--- src/rtl/core/tbe_pkg.sv ---
// Shared types and constants for the timing budget encoder.
package tbe_pkg;

	localparam int IN_W  = 48;
	localparam int OUT_W = 80;

	localparam logic [1:0] ST_OK    = 2'd0;
	localparam logic [1:0] ST_SMALL = 2'd1;
	localparam logic [1:0] ST_HIGH  = 2'd2;
	localparam logic [1:0] ST_ZERO  = 2'd3;

	localparam logic [2:0] DS_PLL = 3'd0;
	localparam logic [2:0] DS_PC  = 3'd1;
	localparam logic [2:0] DS_MMA = 3'd2;
	localparam logic [2:0] DS_RGA = 3'd3;
	localparam logic [2:0] DS_MMB = 3'd4;
	localparam logic [2:0] DS_RGB = 3'd5;

	localparam logic [31:0] PLL_NUM     = 32'h4000_0000;
	localparam logic [31:0] BUDGET_MIN  = 32'd4528;
	localparam logic [31:0] EXCESS_MAX  = 32'd1100000;
	localparam logic [11:0] PLL_SCALE   = 12'd2304;
	localparam logic [31:0] PC_NUM      = 32'd1000 << 12;
	localparam logic [31:0] MM_NUM      = 32'd1 << 12;
	localparam logic [15:0] FOSC_RESET  = 16'd1;

	typedef struct packed {
		logic       load;
		logic       div_start;
		logic       div_store;
		logic [2:0] div_sel;
		logic       mul0;
		logic       mula;
		logic       mulb;
		logic       set_zero;
		logic       emit;
	} tbe_cmd_t;

	typedef struct packed {
		logic budget_err;
		logic div_done;
		logic macro_zero;
		logic out_free;
	} tbe_stat_t;

endpackage

--- src/rtl/core/tof_timing_budget_encoder.sv ---
// Top level of the time-of-flight timing budget encoder.
// A valid budget takes six runs of the shared divider plus sequencing; a budget error
// goes straight to the result, and a zero macro period ends after the first division.
// A new request is taken only once the previous one has been placed in the output register.
// A finished result waits in the output register while the next request is taken.
// Reset arst_n is asynchronous, active low: clears control and sets fast_osc_freq to 1.
module tof_timing_budget_encoder (
	input  logic                      clk,
	input  logic                      arst_n,
	input  logic                      cfg_wr_en,
	input  logic [15:0]               cfg_wr_data,
	input  logic                      s_tvalid,
	output logic                      s_tready,
	input  logic [tbe_pkg::IN_W-1:0]  s_tdata,  // budget, vcsel_period_a, vcsel_period_b
	output logic                      m_tvalid,
	input  logic                      m_tready,
	output logic [tbe_pkg::OUT_W-1:0] m_tdata   // status, phasecal_timeout, mm_timeout_a,
	                                            // range_timeout_a, mm_timeout_b,
	                                            // range_timeout_b, zero pad
);
	import tbe_pkg::*;

	tbe_cmd_t  cmd;
	tbe_stat_t stat;

	tbe_ctrl u_ctrl (
		.clk      (clk),
		.arst_n   (arst_n),
		.in_valid (s_tvalid),
		.in_ready (s_tready),
		.stat     (stat),
		.cmd      (cmd)
	);

	tbe_datapath u_dp (
		.clk         (clk),
		.arst_n      (arst_n),
		.cfg_wr_en   (cfg_wr_en),
		.cfg_wr_data (cfg_wr_data),
		.in_data     (s_tdata),
		.cmd         (cmd),
		.stat        (stat),
		.out_valid   (m_tvalid),
		.out_ready   (m_tready),
		.out_data    (m_tdata)
	);

endmodule

--- src/rtl/core/tbe_div.sv ---
// Shared iterative 32-bit unsigned divider, one quotient bit per cycle.
module tbe_div (
	input  logic        clk,
	input  logic        arst_n,
	input  logic        start,
	input  logic [31:0] num,
	input  logic [31:0] den,
	output logic        done,
	output logic [31:0] quo
);
	logic [31:0] rem_q;
	logic [31:0] quo_q;
	logic [31:0] den_q;
	logic [4:0]  cnt_q;
	logic        busy_q;
	logic        done_q;
	logic [32:0] trial;
	logic        fits;

	assign trial = {rem_q, quo_q[31]};
	assign fits  = trial >= {1'b0, den_q};

	always_ff @(posedge clk or negedge arst_n) begin
		if (!arst_n) begin
			busy_q <= 1'b0;
			done_q <= 1'b0;
			cnt_q  <= 5'd0;
		end else begin
			done_q <= 1'b0;
			if (start) begin
				busy_q <= 1'b1;
				cnt_q  <= 5'd0;
			end else if (busy_q) begin
				cnt_q <= cnt_q + 5'd1;
				if (cnt_q == 5'd31) begin
					busy_q <= 1'b0;
					done_q <= 1'b1;
				end
			end
		end
	end

	always_ff @(posedge clk) begin
		if (start) begin
			rem_q <= 32'd0;
			quo_q <= num;
			den_q <= den;
		end else if (busy_q) begin
			rem_q <= fits ? 32'(trial - {1'b0, den_q}) : trial[31:0];
			quo_q <= {quo_q[30:0], fits};
		end
	end

	assign done = done_q;
	assign quo  = quo_q;

	a_done_after_busy: assert property (@(posedge clk) disable iff (!arst_n)
		done_q |-> $past(busy_q))
		else $error("divider done without a run");
	a_start_busy: assert property (@(posedge clk) disable iff (!arst_n)
		start |=> busy_q)
		else $error("divider did not start");

endmodule

--- src/rtl/core/tbe_datapath.sv ---
// Datapath: input capture, macro period, shared divider, word encoding, output register.
module tbe_datapath (
	input  logic                           clk,
	input  logic                           arst_n,
	input  logic                           cfg_wr_en,
	input  logic [15:0]                    cfg_wr_data,
	input  logic [tbe_pkg::IN_W-1:0]       in_data,
	input  tbe_pkg::tbe_cmd_t              cmd,
	output tbe_pkg::tbe_stat_t             stat,
	output logic                           out_valid,
	input  logic                           out_ready,
	output logic [tbe_pkg::OUT_W-1:0]      out_data
);
	import tbe_pkg::*;

	function automatic logic [15:0] enc_word(input logic [15:0] c);
		logic [15:0] v;
		logic [3:0]  e;
		logic [15:0] sh;
		v = c - 16'd1;
		e = 4'd0;
		for (int i = 8; i < 16; i++) begin
			if (v[i]) e = 4'(i - 7);
		end
		sh = v >> e;
		return (c == 16'd0) ? 16'd0 : {4'd0, e, sh[7:0]};
	endfunction

	logic [15:0] fosc_q;
	logic [1:0]  status_q;
	logic [19:0] r_q;
	logic [7:0]  va_q;
	logic [7:0]  vb_q;
	logic [30:0] pll_q;
	logic [25:0] m0_q;
	logic [25:0] macro_a_q;
	logic [25:0] macro_b_q;
	logic [7:0]  pc_q;
	logic [15:0] mm_a_q;
	logic [15:0] rg_a_q;
	logic [15:0] mm_b_q;
	logic [15:0] rg_b_q;
	logic        out_valid_q;
	logic [OUT_W-1:0] out_data_q;

	logic [31:0] budget;
	logic [31:0] excess;
	logic [1:0]  bud_status;
	logic [7:0]  pclk_a;
	logic [7:0]  pclk_b;
	logic [42:0] m0_prod;
	logic [33:0] ma_prod;
	logic [33:0] mb_prod;
	logic [25:0] macro_sel;
	logic [31:0] t_shift;
	logic [31:0] div_num;
	logic [31:0] div_den;
	logic        div_done;
	logic [31:0] div_quo;

	assign budget = in_data[31:0];
	assign excess = budget - BUDGET_MIN;

	always_comb begin
		if (budget <= BUDGET_MIN) begin
			bud_status = ST_SMALL;
		end else if (excess > EXCESS_MAX) begin
			bud_status = ST_HIGH;
		end else begin
			bud_status = ST_OK;
		end
	end

	assign pclk_a  = 8'((va_q + 8'd1) << 1);
	assign pclk_b  = 8'((vb_q + 8'd1) << 1);
	assign m0_prod = 43'(pll_q) * 43'(PLL_SCALE);
	assign ma_prod = 34'(m0_q) * 34'(pclk_a);
	assign mb_prod = 34'(m0_q) * 34'(pclk_b);

	always_comb begin
		macro_sel = macro_a_q;
		t_shift   = MM_NUM;
		div_num   = PLL_NUM;
		div_den   = {16'd0, fosc_q};
		case (cmd.div_sel)
			DS_PLL: begin
				macro_sel = macro_a_q;
				t_shift   = MM_NUM;
			end
			DS_PC: begin
				macro_sel = macro_a_q;
				t_shift   = PC_NUM;
			end
			DS_MMA: begin
				macro_sel = macro_a_q;
				t_shift   = MM_NUM;
			end
			DS_RGA: begin
				macro_sel = macro_a_q;
				t_shift   = {r_q, 12'd0};
			end
			DS_MMB: begin
				macro_sel = macro_b_q;
				t_shift   = MM_NUM;
			end
			DS_RGB: begin
				macro_sel = macro_b_q;
				t_shift   = {r_q, 12'd0};
			end
			default: begin
				macro_sel = macro_a_q;
				t_shift   = MM_NUM;
			end
		endcase
		if (cmd.div_sel != DS_PLL) begin
			div_num = t_shift + {7'd0, macro_sel[25:1]};
			div_den = {6'd0, macro_sel};
		end
	end

	tbe_div u_div (
		.clk    (clk),
		.arst_n (arst_n),
		.start  (cmd.div_start),
		.num    (div_num),
		.den    (div_den),
		.done   (div_done),
		.quo    (div_quo)
	);

	always_ff @(posedge clk or negedge arst_n) begin
		if (!arst_n) begin
			fosc_q      <= FOSC_RESET;
			status_q    <= ST_OK;
			out_valid_q <= 1'b0;
		end else begin
			if (cfg_wr_en) fosc_q <= cfg_wr_data;
			if (cmd.load) begin
				status_q <= bud_status;
			end else if (cmd.set_zero) begin
				status_q <= ST_ZERO;
			end
			if (cmd.emit) begin
				out_valid_q <= 1'b1;
			end else if (out_ready) begin
				out_valid_q <= 1'b0;
			end
		end
	end

	always_ff @(posedge clk) begin
		if (cmd.load) begin
			r_q  <= excess[20:1];
			va_q <= in_data[39:32];
			vb_q <= in_data[47:40];
		end
		if (cmd.mul0) m0_q <= m0_prod[31:6];
		if (cmd.mula) macro_a_q <= ma_prod[31:6];
		if (cmd.mulb) macro_b_q <= mb_prod[31:6];
		if (cmd.div_store) begin
			case (cmd.div_sel)
				DS_PLL:  pll_q  <= (fosc_q == 16'd0) ? 31'd0 : div_quo[30:0];
				DS_PC:   pc_q   <= (|div_quo[31:8]) ? 8'hFF : div_quo[7:0];
				DS_MMA:  mm_a_q <= enc_word(div_quo[15:0]);
				DS_RGA:  rg_a_q <= enc_word(div_quo[15:0]);
				DS_MMB:  mm_b_q <= enc_word(div_quo[15:0]);
				DS_RGB:  rg_b_q <= enc_word(div_quo[15:0]);
				default: pc_q   <= pc_q;
			endcase
		end
		if (cmd.emit) begin
			if (status_q != ST_OK) begin
				out_data_q <= {6'd0, 72'd0, status_q};
			end else begin
				out_data_q <= {6'd0, rg_b_q, mm_b_q, rg_a_q, mm_a_q, pc_q, status_q};
			end
		end
	end

	assign stat.budget_err = status_q != ST_OK;
	assign stat.div_done   = div_done;
	assign stat.macro_zero = (macro_a_q == 26'd0) || (macro_b_q == 26'd0);
	assign stat.out_free   = !out_valid_q || out_ready;

	assign out_valid = out_valid_q;
	assign out_data  = out_data_q;

	a_err_words_zero: assert property (@(posedge clk) disable iff (!arst_n)
		(out_valid_q && out_data_q[1:0] != ST_OK) |-> out_data_q[OUT_W-1:2] == '0)
		else $error("error result carries nonzero words");
	a_emit_when_free: assert property (@(posedge clk) disable iff (!arst_n)
		cmd.emit |-> (!out_valid_q || out_ready))
		else $error("result overwritten before it was taken");

endmodule

--- src/rtl/core/tbe_ctrl.sv ---
// Controller: sequences budget check, macro period, divisions and result hand-off.
module tbe_ctrl (
	input  logic               clk,
	input  logic               arst_n,
	input  logic               in_valid,
	output logic               in_ready,
	input  tbe_pkg::tbe_stat_t stat,
	output tbe_pkg::tbe_cmd_t  cmd
);
	import tbe_pkg::*;

	localparam logic [3:0] S_IDLE  = 4'd0;
	localparam logic [3:0] S_CHK   = 4'd1;
	localparam logic [3:0] S_START = 4'd2;
	localparam logic [3:0] S_WAIT  = 4'd3;
	localparam logic [3:0] S_MUL0  = 4'd4;
	localparam logic [3:0] S_MULA  = 4'd5;
	localparam logic [3:0] S_MULB  = 4'd6;
	localparam logic [3:0] S_ZCHK  = 4'd7;
	localparam logic [3:0] S_FIN   = 4'd8;

	logic [3:0] state_q;
	logic [3:0] state_d;
	logic [2:0] sel_q;
	logic [2:0] sel_d;

	always_comb begin
		state_d       = state_q;
		sel_d         = sel_q;
		cmd           = '0;
		cmd.div_sel   = sel_q;
		case (state_q)
			S_IDLE: begin
				if (in_valid) begin
					cmd.load = 1'b1;
					state_d  = S_CHK;
				end
			end
			S_CHK: begin
				if (stat.budget_err) begin
					state_d = S_FIN;
				end else begin
					sel_d   = DS_PLL;
					state_d = S_START;
				end
			end
			S_START: begin
				cmd.div_start = 1'b1;
				state_d       = S_WAIT;
			end
			S_WAIT: begin
				if (stat.div_done) begin
					cmd.div_store = 1'b1;
					if (sel_q == DS_PLL) begin
						state_d = S_MUL0;
					end else if (sel_q == DS_RGB) begin
						state_d = S_FIN;
					end else begin
						sel_d   = sel_q + 3'd1;
						state_d = S_START;
					end
				end
			end
			S_MUL0: begin
				cmd.mul0 = 1'b1;
				state_d  = S_MULA;
			end
			S_MULA: begin
				cmd.mula = 1'b1;
				state_d  = S_MULB;
			end
			S_MULB: begin
				cmd.mulb = 1'b1;
				state_d  = S_ZCHK;
			end
			S_ZCHK: begin
				if (stat.macro_zero) begin
					cmd.set_zero = 1'b1;
					state_d      = S_FIN;
				end else begin
					sel_d   = DS_PC;
					state_d = S_START;
				end
			end
			S_FIN: begin
				if (stat.out_free) begin
					cmd.emit = 1'b1;
					state_d  = S_IDLE;
				end
			end
			default: begin
				state_d = S_IDLE;
			end
		endcase
	end

	always_ff @(posedge clk or negedge arst_n) begin
		if (!arst_n) begin
			state_q <= S_IDLE;
			sel_q   <= DS_PLL;
		end else begin
			state_q <= state_d;
			sel_q   <= sel_d;
		end
	end

	assign in_ready = state_q == S_IDLE;

	a_busy_after_accept: assert property (@(posedge clk) disable iff (!arst_n)
		(in_valid && in_ready) |=> !in_ready)
		else $error("new request taken while one is in flight");
	a_store_on_done: assert property (@(posedge clk) disable iff (!arst_n)
		cmd.div_store |-> (stat.div_done && state_q == S_WAIT))
		else $error("quotient stored without a finished division");

endmodule
--- config.mk ---
export PLATFORM = sky130hd
export DESIGN_NAME = tof_timing_budget_encoder
export DESIGN_NICKNAME = d
export VERILOG_FILES = /design/src/rtl/core/tbe_pkg.sv /design/src/rtl/core/tof_timing_budget_encoder.sv /design/src/rtl/core/tbe_div.sv /design/src/rtl/core/tbe_datapath.sv /design/src/rtl/core/tbe_ctrl.sv
export SDC_FILE = /design/constraint.sdc
export NUM_CORES = 1
export LEC_CHECK = 0
export ABC_AREA = 1
export BUFFER_PORTS_ARGS = -buffer_cell sky130_fd_sc_hd__buf_2
export CORE_ASPECT_RATIO = 1.25
export CORE_UTILIZATION = 38
export DETAILED_ROUTE_END_ITERATION = 10
export PLACE_DENSITY = 0.5
export REMOVE_ABC_BUFFERS = 1
export SYNTH_ARGS = -nofsm -noshare
export SYNTH_HDL_FRONTEND = slang
export SYNTH_SLANG_ARGS = --single-unit
--- constraint.sdc ---
create_clock -name clk -period 9 [get_ports clk]
set_input_delay 0.45 -clock clk [delete_from_list [all_inputs] [get_ports clk]]
set_output_delay 0.45 -clock clk [all_outputs]
set_load 0.02 [all_outputs]
==> impl_metrics.prom <==
# TYPE chip_impl_metric gauge
chip_impl_info{name="hold_class",value="input port to asynchronous set/reset pin"} 1
chip_impl_metric{name="detail_route.iter0.violations",unit=""} 1199
chip_impl_metric{name="worstSkewPairLatency",unit="ns"} 0.59
chip_impl_metric{name="finish.cell_count_without_fillers",unit=""} 4562
chip_impl_info{name="critPathMostFrequentCell",value="nand2_1"} 1
chip_impl_metric{name="finalMaxSlewViolations",unit=""} 0
chip_impl_info{name="clock_tree_from_tritoncts",value="done"} 1
chip_impl_metric{name="firstDrtPassIters",unit=""} 6
chip_impl_metric{name="num_antenna_cells",unit=""} 0
chip_impl_metric{name="fin_area",unit="um^2"} 32300
chip_impl_info{name="run_status",value="finished clean"} 1
chip_impl_metric{name="dpl.cell_count",unit=""} 4480
chip_impl_metric{name="synth.ff_latch_count",unit=""} 371
chip_impl_metric{name="irDropWorstVdd",unit="mV"} 0.141
chip_impl_metric{name="post_route_setup_tns",unit="ns"} 0
chip_impl_metric{name="maximum_number_of_pins_on_one_net_before_global_route_repair",unit=""} 59
chip_impl_metric{name="layout_worst_path_cycle_share",unit="%"} 76.1
chip_impl_info{name="regToRegStartpoint",value="u_dp.va_q[0]"} 1
chip_impl_metric{name="post-layout-total-power",unit="mW"} 3.64
chip_impl_metric{name="total_gr_overflow",unit=""} 0
chip_impl_metric{name="slew_headroom",unit="%"} 32.7
chip_impl_metric{name="cts_num_sinks",unit=""} 371
chip_impl_metric{name="gr-usage-all-layers",unit="%"} 21.3
chip_impl_metric{name="totalWireLength",unit="um"} 81000
chip_impl_metric{name="cts_hold_repair.buffers",unit=""} 0
chip_impl_metric{name="drt.antenna.violating_nets",unit=""} 0
chip_impl_metric{name="vias_in_the_first_global_route",unit=""} 23200
chip_impl_metric{name="fmax",unit="MHz"} 146
chip_impl_metric{name="netlist_area",unit="um^2"} 29200
chip_impl_metric{name="final_core_util",unit="%"} 42.5
chip_impl_metric{name="postSynthCellCount",unit=""} 3425
chip_impl_metric{name="floorplan.core_area",unit="um^2"} 76100
chip_impl_info{name="start_kind",value="flip-flop"} 1
chip_impl_metric{name="postPlaceCellArea",unit="um^2"} 31000
chip_impl_metric{name="grt_first_pass_wirelength",unit="um"} 129000
chip_impl_metric{name="fin_worst_skew",unit="ns"} 0.0149
chip_impl_metric{name="postSynthAreaPerCell",unit="um^2"} 8.53
chip_impl_metric{name="die_y",unit="um"} 312
chip_impl_metric{name="synth-seq-area-share",unit="%"} 36.5
chip_impl_metric{name="number_of_antenna_violations_at_the_first_check_in_global_routing",unit=""} 0
chip_impl_metric{name="worst-endpoint-arrival",unit="ns"} 7.17
chip_impl_metric{name="dp.final_hpwl",unit="um"} 63900
chip_impl_metric{name="initial_utilization",unit="%"} 38.4
chip_impl_metric{name="r2r_cells",unit=""} 23
chip_impl_metric{name="rows",unit=""} 113
chip_impl_metric{name="final.min_clock_period",unit="ns"} 6.85
chip_impl_metric{name="cts_buffers",unit=""} 44
chip_impl_metric{name="worst_pin_slew",unit="ns"} 1.01
chip_impl_metric{name="route.detailed.drc",unit=""} 0
chip_impl_metric{name="numPortBuffers",unit=""} 126
chip_impl_metric{name="route.vias.total",unit=""} 22400
chip_impl_info{name="reg2reg_to",value="u_dp.macro_a_q[24]"} 1
chip_impl_metric{name="synth-edff-count",unit=""} 306
chip_impl_metric{name="via_density",unit=""} 4.92
chip_impl_info{name="rsz_0062_raised_after_global_routing",value="false"} 1
chip_impl_metric{name="setup_viol_count_final",unit=""} 0
chip_impl_metric{name="timing.critical_path.fanout_max",unit=""} 18
chip_impl_metric{name="wl_per_cell",unit="um"} 17.8
chip_impl_metric{name="cp.buffers_inverters",unit=""} 3
chip_impl_info{name="root_buffer",value="clkbuf_16"} 1
chip_impl_metric{name="r2r_setup_slack",unit="ns"} 2.15
chip_impl_info{name="end_kind",value="flip-flop"} 1
chip_impl_metric{name="synth-async-reset-ratio",unit="%"} 8.89
chip_impl_metric{name="p_leak",unit="nW"} 15.7
chip_impl_metric{name="synth.distinct_cells",unit=""} 56
chip_impl_metric{name="cts.htree.levels",unit=""} 2
chip_impl_metric{name="place_congestion",unit=""} 0.880
chip_impl_metric{name="yosysWarnings",unit=""} 0
chip_impl_metric{name="io_pins",unit=""} 151
chip_impl_metric{name="cts_max_path_buffers",unit=""} 3
chip_impl_metric{name="postCtsSetupRepairBufs",unit=""} 0
chip_impl_metric{name="final_net_count",unit=""} 4008
chip_impl_metric{name="area_growth_from_synthesis_to_layout",unit="%"} 10.6
chip_impl_info{name="dominantRegCellSynth",value="edfxtp_1"} 1
chip_impl_metric{name="slowest_delay",unit="ns"} 0.62
chip_impl_metric{name="drive_above_1_share",unit="%"} 7.67
chip_impl_metric{name="worst_ep_required_time",unit="ns"} 9.33
chip_impl_metric{name="die_w",unit="um"} 250
chip_impl_info{name="top_cell_family_by_delay_on_the_critical_path",value="adder cells"} 1
chip_impl_info{name="critPathKind",value="flip-flop to flip-flop"} 1
chip_impl_metric{name="final-hold-violation-count",unit=""} 0
chip_impl_metric{name="count_of_max_cap_constraint_violations",unit=""} 0
chip_impl_metric{name="total_power_divided_by_cell_area",unit="nW/um^2"} 112
chip_impl_info{name="crit_slowest_cell",value="edfxtp_1"} 1
chip_impl_metric{name="post_cts_resized",unit=""} 0
chip_impl_metric{name="floorplan.die_area",unit="um^2"} 78000
chip_impl_metric{name="cts.reportedPaths.clkPinSlew",unit="ns"} 0.07
chip_impl_info{name="path_cells",value="ha_1, nand2_1, inv_1, nand3_1, nor2_1, or2_2, nand2_1, inv_1, nand2_1, fa_1, fa_1, inv_1, fa_1, fa_1, ha_1, nand2_1, o21ai_0, nand2_1, o2111ai_1, a21oi_1, o21ai_0, a31oi_1, xor2_1"} 1
-- worst max-delay path by stage --
stage	start	end	slack (ns)	cells after the start
after detailed placement	u_dp.va_q[0]	u_dp.macro_a_q[24]	2.13	23
after global placement	u_dp.va_q[0]	u_dp.macro_a_q[24]	2.20	23
after global routing	u_dp.va_q[0]	u_dp.macro_a_q[25]	1.63	29
after CTS	u_dp.va_q[0]	u_dp.macro_a_q[25]	2.11	27
final	u_dp.va_q[0]	u_dp.macro_a_q[24]	2.15	23
after floorplan	u_dp.vb_q[0]	u_dp.macro_b_q[17]	3.21	24
-- worst register-to-register path, stage by stage, from the launching register on --
cell and delay (ns):
edfxtp_1 0.62, ha_1 0.33, nand2_1 0.08, inv_1 0.05
nand3_1 0.08, nor2_1 0.06, or2_2 0.26, nand2_1 0.62
inv_1 0.36, nand2_1 0.18, fa_1 0.45, fa_1 0.55
inv_1 0.05, fa_1 0.50, fa_1 0.49, ha_1 0.36
nand2_1 0.09, o21ai_0 0.23, nand2_1 0.08, o2111ai_1 0.21
a21oi_1 0.18, o21ai_0 0.41, a31oi_1 0.18, xor2_1 0.17
-- flip-flops by register name, summed over array words and instances, names as in the netlist, 12 cells and up --
register,flops
u_dp.macro_a_q,26
u_dp.rg_a_q,12
u_dp.mm_a_q,12
u_dp.rg_b_q,12
u_dp.macro_b_q,26
u_dp.fosc_q,16
u_dp.u_div.quo,32
u_dp.u_div.rem_q,32
u_dp.out_data,58
u_dp.u_div.den_q,26
u_dp.r_q,20
u_dp.mm_b_q,12
u_dp.m0_q,24
u_dp.pll_q,24
-- routing by layer --
layer  global-route usage [%]  wire length [um]  part of all wire, %
met4                     7.72              2940                  3.6
met5                        0                 0                    0
met1                     26.6             35400                   44
met3                     2.04              2430                  3.0
met2                     38.0             40300                   50
-- power breakdown --
part	internal [mW]	switching, mW	total [mW]
logic	0.0243	0.0534	0.0777
clock network	0.952	0.760	1.71
registers	1.85	0.00142	1.85
-- layout by cell type, fill, tap and decap left out, types with 8 or more instances in the layout --
master       n
a31oi_1     11
o21ai_1     10
nand3b_1    24
nor3_1      26
a21boi_0     8
clkinv_2    12
clkinv_1    21
a21oi_1    150
a21o_1       8
o21ai_0    172
edfxtp_1   306
fa_1       219
inv_1      640
buf_4       29
ha_1       171
clkbuf_16   44
nand2_1    607
or2_2       10
xnor2_1     50
conb_1      22
dfrtp_1     32
o211ai_1     9
buf_2      126
nand3_1    139
nor2_2       8
xor2_1      83
nand4_1     31
clkbuf_1     8
nor2_1     470
nor4_1      21
dfxtp_1     32
-- cells in the mapped netlist (all sizes together) (35+ instances only) --
cell type / instances / area [um^2]
ha: 171 / 2140
xor2: 83 / 727
clkbuf: 63 / 236
inv: 648 / 2430
o21ai: 183 / 920
fa: 219 / 4380
edfxtp: 306 / 9190
a21oi: 150 / 751
nand2: 616 / 2340
nor2: 486 / 1880
nand3: 143 / 736
xnor2: 50 / 438
buf: 35 / 246
-- through the flow --
stage                     hold slack (ns)  worst slack, ns
after floorplan                     0.154             3.21
after global placement              0.460             2.20
after detailed placement            0.460             2.13
after CTS                         0.00394             2.11
after global routing              0.00504             1.63
final                              0.0145             2.15
-- area by class of cell --
class | instances | area (um^2)
clock buffers | 53 | 1140
clock inverters | 29 | 238
fillers | 7766 | 43700
inverters | 662 | 2480
multi-input cells | 2315 | 15700
flip-flops and latches | 371 | 10700
well taps | 977 | 1220
repair buffers | 155 | 848
-- cells by family after synthesis --
family / after synthesis / synth area share, %
DFF: 371 / 36.5
AOI/OAI and AO/OA: 403 / 7.47
buffers and inverters: 760 / 10.2
and+or+nand+nor: 1367 / 19.6
other: 1 / 0.0128
adders and majority gates: 390 / 22.3
xor gates and xnor gates: 133 / 3.99
No activity file was read; power rests on OpenSTA's default activity.
